[config.mk]
export PLATFORM = sky130hd
export DESIGN_NAME = fust_link_ram
export DESIGN_NICKNAME = d
export VERILOG_FILES = /design/src/hw/rtl/fust_pkg.sv /design/src/hw/rtl/fust_link_ram.sv
export SDC_FILE = /design/constraint.sdc
export NUM_CORES = 2
export LEC_CHECK = 0
export ABC_AREA = 1
export BUFFER_PORTS_ARGS = -buffer_cell sky130_fd_sc_hd__buf_2
export CORE_MARGIN = 1.5
export CORE_UTILIZATION = 38
export DETAILED_ROUTE_END_ITERATION = 16
export PLACE_DENSITY_LB_ADDON = 0.12
export SKIP_LAST_GASP = 1
export SLEW_MARGIN = 15
export SYNTH_ARGS = -nofsm -noshare
export SYNTH_HDL_FRONTEND = slang
export SYNTH_SLANG_ARGS = --single-unit
[constraint.sdc]
create_clock -name i_clk -period 1.8 [get_ports i_clk]
set_input_delay 0.09 -clock i_clk [delete_from_list [all_inputs] [get_ports i_clk]]
set_output_delay 0.09 -clock i_clk [all_outputs]
set_load 0.02 [all_outputs]
[src/hw/rtl/fust_pkg.sv]
// Shared constants of the first unique symbol tracker.
package fust_pkg;

    // width of one stream symbol and of the reported result
    localparam int SYM_W             = 8;
    // default alphabet: every byte value
    localparam int ALPHABET_SIZE_DEF = 256;

endpackage

[src/hw/rtl/fust_link_ram.sv]
// Link memory: one write port, one registered read port with write-through.
module fust_link_ram #(
    parameter int DEPTH  = fust_pkg::ALPHABET_SIZE_DEF,
    parameter int DATA_W = fust_pkg::SYM_W
) (
    input  logic                                    i_clk,
    input  logic                                    i_rd_en,
    input  logic [((DEPTH > 1) ? $clog2(DEPTH) : 1)-1:0] i_rd_addr,
    output logic [DATA_W-1:0]                       o_rd_data,
    input  logic                                    i_wr_en,
    input  logic [((DEPTH > 1) ? $clog2(DEPTH) : 1)-1:0] i_wr_addr,
    input  logic [DATA_W-1:0]                       i_wr_data
);

    logic [DATA_W-1:0] r_mem [DEPTH];
    logic [DATA_W-1:0] r_rd_data;

    // a write landing on the address being read wins over the stored word
    always_ff @(posedge i_clk) begin
        if (i_wr_en) begin
            r_mem[i_wr_addr] <= i_wr_data;
        end
        if (i_rd_en) begin
            if (i_wr_en && (i_wr_addr == i_rd_addr)) begin
                r_rd_data <= i_wr_data;
            end else begin
                r_rd_data <= r_mem[i_rd_addr];
            end
        end
    end

    assign o_rd_data = r_rd_data;

endmodule

==> results.md <==
- The post-detailed-route via-to-cell ratio is 5.33.
- Post-CTS timing repair inserted 0 buffers for setup.
- The number of nets in the final layout is 7604.
- Setup violations remaining at the end of the flow were counted as 5.
- The first-pass GRT wire length is 388000 um.
- Summing all flip-flop and latch instances after layout gives 61700 sq um.
- The routability-driven placement congestion ratio is ~0.92.
- The number of pins exceeding their max-slew limit in the final report came to 0.
- Counting instances in the post-synthesis netlist gives the leading cell types as 2124 x sky130_fd_sc_hd__nand2_1, 2056 x sky130_fd_sc_hd__edfxtp_1, 2031 x sky130_fd_sc_hd__nand3_1, 297 x sky130_fd_sc_hd__buf_2, 297 x sky130_fd_sc_hd__nor2_1.
- Setup slack on the critical path of the routed design comes to -139 ps.
- The combined area of the multi-input logic cells is 20900 sq um.
- The arrival time of data at the critical path endpoint is 1850 ps.
- The total count of hold-check failures in the final report came to 0.
- Measured against its own limit, the worst slew margin works out to about two fifths.
- The clock network accounts for 41.0% of the total power.
- TritonCTS built the clock tree.
- The leading area contributor after synthesis is sky130_fd_sc_hd__edfxtp_1.
- In the synthesized netlist the dominant register cell turns out to be sky130_fd_sc_hd__edfxtp_1.
- The number of global-route vias before repair is 54900.
- The category of the critical setup timing path is reg -> out.
- The endpoint identified for the worst register-to-register timing path is o_rd_data[7].
- The die area is 223000 sq um.
- The part of the Yosys area used for sequential elements is 73.9%.
- The net count after synthesis is 7074.
- Of the total power, the share spent switching nets is 23.4%.
- sky130_fd_sc_hd__nand2_1 is the most common cell in the netlist.
- The mean area per synthesized cell is 11.9 sq um.
- In the global route stage, overall resource usage came out at a little under a quarter.
- Across all register-to-register paths, the minimum setup slack is -10 ps.
- The total number of yosys warnings is 0.
- The total vias in the final route is 56500.
- The first-iteration detailed-routing DRC count is around 5800.
- The worst hold path class is in -> reg.
- The insertion delay of the later-clocked pin in the worst-skew pair is between 800 and 900 ps.
- The number of antenna violations at the first check in global routing is 12.
- The deepest level of the CTS H-tree is 4.
- The most critical setup path has its endpoint at o_rd_data[0].
- In the post-synthesis netlist, the biggest area contributors are sky130_fd_sc_hd__edfxtp_1 74%, sky130_fd_sc_hd__nand3_1 12%, sky130_fd_sc_hd__nand2_1 9.5%, sky130_fd_sc_hd__buf_2 1.8%, sky130_fd_sc_hd__nor2_1 1.3%.
- The top cell type's share of synthesized area is 73.9%.
- Counting flops with an async set or reset pin after synthesis yields a share of 0%.
- The post-detailed-routing wire length is 267000 um.
- The post-placement worst setup slack is -861 ps.
- The remaining routing DRC violations is 0.
- The kind of start point of the critical path is a register.
- In this run the number of cells on the critical path is 1.
- In this run the worst setup path begins at o_rd_data[0].
- The overall die height is 472 um.
- The count of cells in the finished layout, fillers not included, comes to 10600.
- The final reports fail on setup timing.
- Counting the fill cells in the layout gives 19700.
- During I/O placement, the number of pins put on the boundary was 35.
- The number of maximum-capacitance violations is 0.
- The number of core rows is 171.
- The number of enable flip-flop cells after synthesis is about 2000.
- The starting utilization of the core area is roughly two fifths.
- IR analysis of the VDD net gives a maximum drop of 1.09 mV.
- Cell internal power was estimated by the tool at 78.7 mW.
- The largest single stage delay on the critical path is about 770 ps.
- The worst-case clock skew is 34.1 ps.
- For this design, the slowest cell found on the critical path is sky130_fd_sc_hd__edfxtp_1.
- The die boundary width is about 470 um.
- Counting distinct cell types in the post-synthesis netlist gives 23.
- The reported leakage power is around 36 nW.
- The flip-flop and latch count after synthesis is 2056.
- The average wire length per cell after detail routing is 25.1 um.
- The largest driver fanout on the critical path is 1.
- The tree built by TritonCTS fans out to 2056 sinks.
- For this run, the top clock speed supported by timing is 0.516 GHz.
- Broken down by cell family, the worst path's largest delay share belongs to flip-flops.
- Data on the critical path is required at its endpoint by 1710 ps.
- After clock tree synthesis, the clock-pin slew on the worst setup and hold paths is 60 ps.
- Setup repair after global routing could not meet its margin everywhere.
- The final worst-path cycle share is 108%.
- The total placed cells including tap cells is 10200.
- The critical path buffer and inverter count is 1.
- Counting every instance in the synthesized netlist gives approximately 7000.
- The total grt overflow is 0.
- The worst register-to-register path has a depth of 10.
- The detailed-routing iteration count for the pre-antenna-repair pass is 6.
- The routed design could run at a clock period as short as roughly 1900 ps.
- The worst reg2reg path startpoint is r_mem[253][7].
- The remaining antenna violation count is 0.
- The pin slew with the least headroom to its limit is ~920 ps.
- Counting the buffers created by CTS gives between 200 and 250.
- Dividing total power by cell area gives a power density of 1020 nW/um^2.
- The core region area is 218000 sq um.
- The cell at the root of the clock tree is sky130_fd_sc_hd__clkbuf_16.
- The clock tree buffer depth is 3.
- The combinational share of power is roughly 7.5%.
- Entering global routing, the biggest net connects 80 pins.
- After synthesis the cells add up to 83500 sq um.
- Relative to the synthesized area, the layout overhead comes to 20.9%.
- Cells with a size suffix above 1 make up 17.1% of the layout.
- STA classifies the critical path endpoint as an output pin.
- Summed over all nets, the switching power comes to 24.0 mW.
- The run finished, with violations left.
- The HPWL after detailed placement is between 150000 and 200000 um.
- The signal on the critical path passes through buf_6.
- Input and output buffers added on the ports amount to 34.
- The relative contribution of sequential cells to total power is 51.5%.
cell usage in the layout, fill, tap and decap left out, types with 6 or more instances in the layout:
master | synthesis | final
sky130_fd_sc_hd__buf_2 | 297 | 16
sky130_fd_sc_hd__buf_8 | 0 | 11
sky130_fd_sc_hd__bufinv_16 | 0 | 10
sky130_fd_sc_hd__clkinv_1 | 1 | 50
sky130_fd_sc_hd__edfxtp_1 | 2056 | 2056
sky130_fd_sc_hd__buf_6 | 6 | 6
sky130_fd_sc_hd__nand2_2 | 0 | 21
sky130_fd_sc_hd__clkinv_2 | 0 | 38
sky130_fd_sc_hd__dlygate4sd3_1 | 0 | 12
sky130_fd_sc_hd__nor2_1 | 297 | 296
sky130_fd_sc_hd__nand2_1 | 2124 | 2102
sky130_fd_sc_hd__inv_1 | 39 | 37
sky130_fd_sc_hd__clkbuf_16 | 0 | 218
sky130_fd_sc_hd__buf_12 | 0 | 158
sky130_fd_sc_hd__buf_4 | 14 | 594
sky130_fd_sc_hd__nand3_4 | 0 | 45
sky130_fd_sc_hd__nand3_1 | 2031 | 1799
sky130_fd_sc_hd__clkbuf_1 | 112 | 66
sky130_fd_sc_hd__nand3_2 | 0 | 187
routing by layer:
metal / vias to the layer above / routed length, um / track usage [%]
li1: 26100 / - / -
met1: 28200 / 117000 / 33.5
met2: 1828 / 125000 / 37.7
met3: 390 / 15900 / 3.37
met4: 0 / 8520 / 7.79
met5: - / 0 / 0
area by class of cell:
type / count / area share (%)
Sequential cell: 2056 / 61.1
Multi-Input combinational cell: 4464 / 20.7
Timing Repair Buffer: 797 / 7.97
Clock buffer: 284 / 5.65
Tap cell: 2854 / 3.53
Clock inverter: 110 / 0.822
Inverter: 43 / 0.196
Antenna cell: 1 / 0.00248
kinds of logic after synthesis:
family | Yosys count | synth area share [%]
AND/OR/NAND/NOR | 4461 | 23.1
AO/OA/AOI/OAI | 1 | 0.00598
buffers and inverters | 527 | 2.93
flip-flops | 2056 | 73.9
XOR/XNOR | 2 | 0.0210
worst min path at each step:
stage | slack, ps | cells past startpoint | startpoint | end
floorplan | 190 | 0 | i_wr_data[0] | r_mem[0][0]
global placement | 460 | 1 | i_wr_data[4] | r_mem[30][4]
detailed placement | 470 | 1 | i_wr_data[4] | r_mem[19][4]
CTS | 2 | 6 | i_wr_addr[7] | r_mem[238][2]
global route | 50 | 5 | i_wr_en | r_mem[237][1]
finish | 70 | 6 | i_wr_addr[7] | r_mem[238][2]
power by group through the flow:
stage	Sequential [mW]	Combinational, mW	Clock, mW
after global placement	53.9	7.33	0
after CTS	52.9	7.54	42.8
after global routing	52.8	8.30	44.6
after floorplan	53.9	3.25	0
final	52.9	7.73	42.1
after detailed placement	53.9	7.33	0
flip-flops by register name (all words and copies together) (netlist names):
register / count
o_rd_data: 8
r_mem: 2048
timing repair:
item	CTS	global route
endpoints found under the hold margin	1893	0
setup endpoints to repair	13	26
pin swaps	11	41
resized for setup	116	182
hold buffers	12	0
stage by stage:
step | hold slack (ps) | TNS (ps) | instance area, sq um | power [mW] | util, %
after floorplan | 189 | 0 | 83500 | 57.1 | -
after global placement | 463 | -6130 | 92800 | 61.2 | 42.6
after detailed placement | 466 | -6160 | 92800 | 61.2 | 42.6
after CTS | 2.08 | -643 | 100000 | 103 | 45.9
after global routing | 52.4 | -311 | 101000 | 106 | 46.4
final | 74.6 | -338 | 101000 | 103 | 46.4
Note: power is estimated with default switching activity, not from simulation.
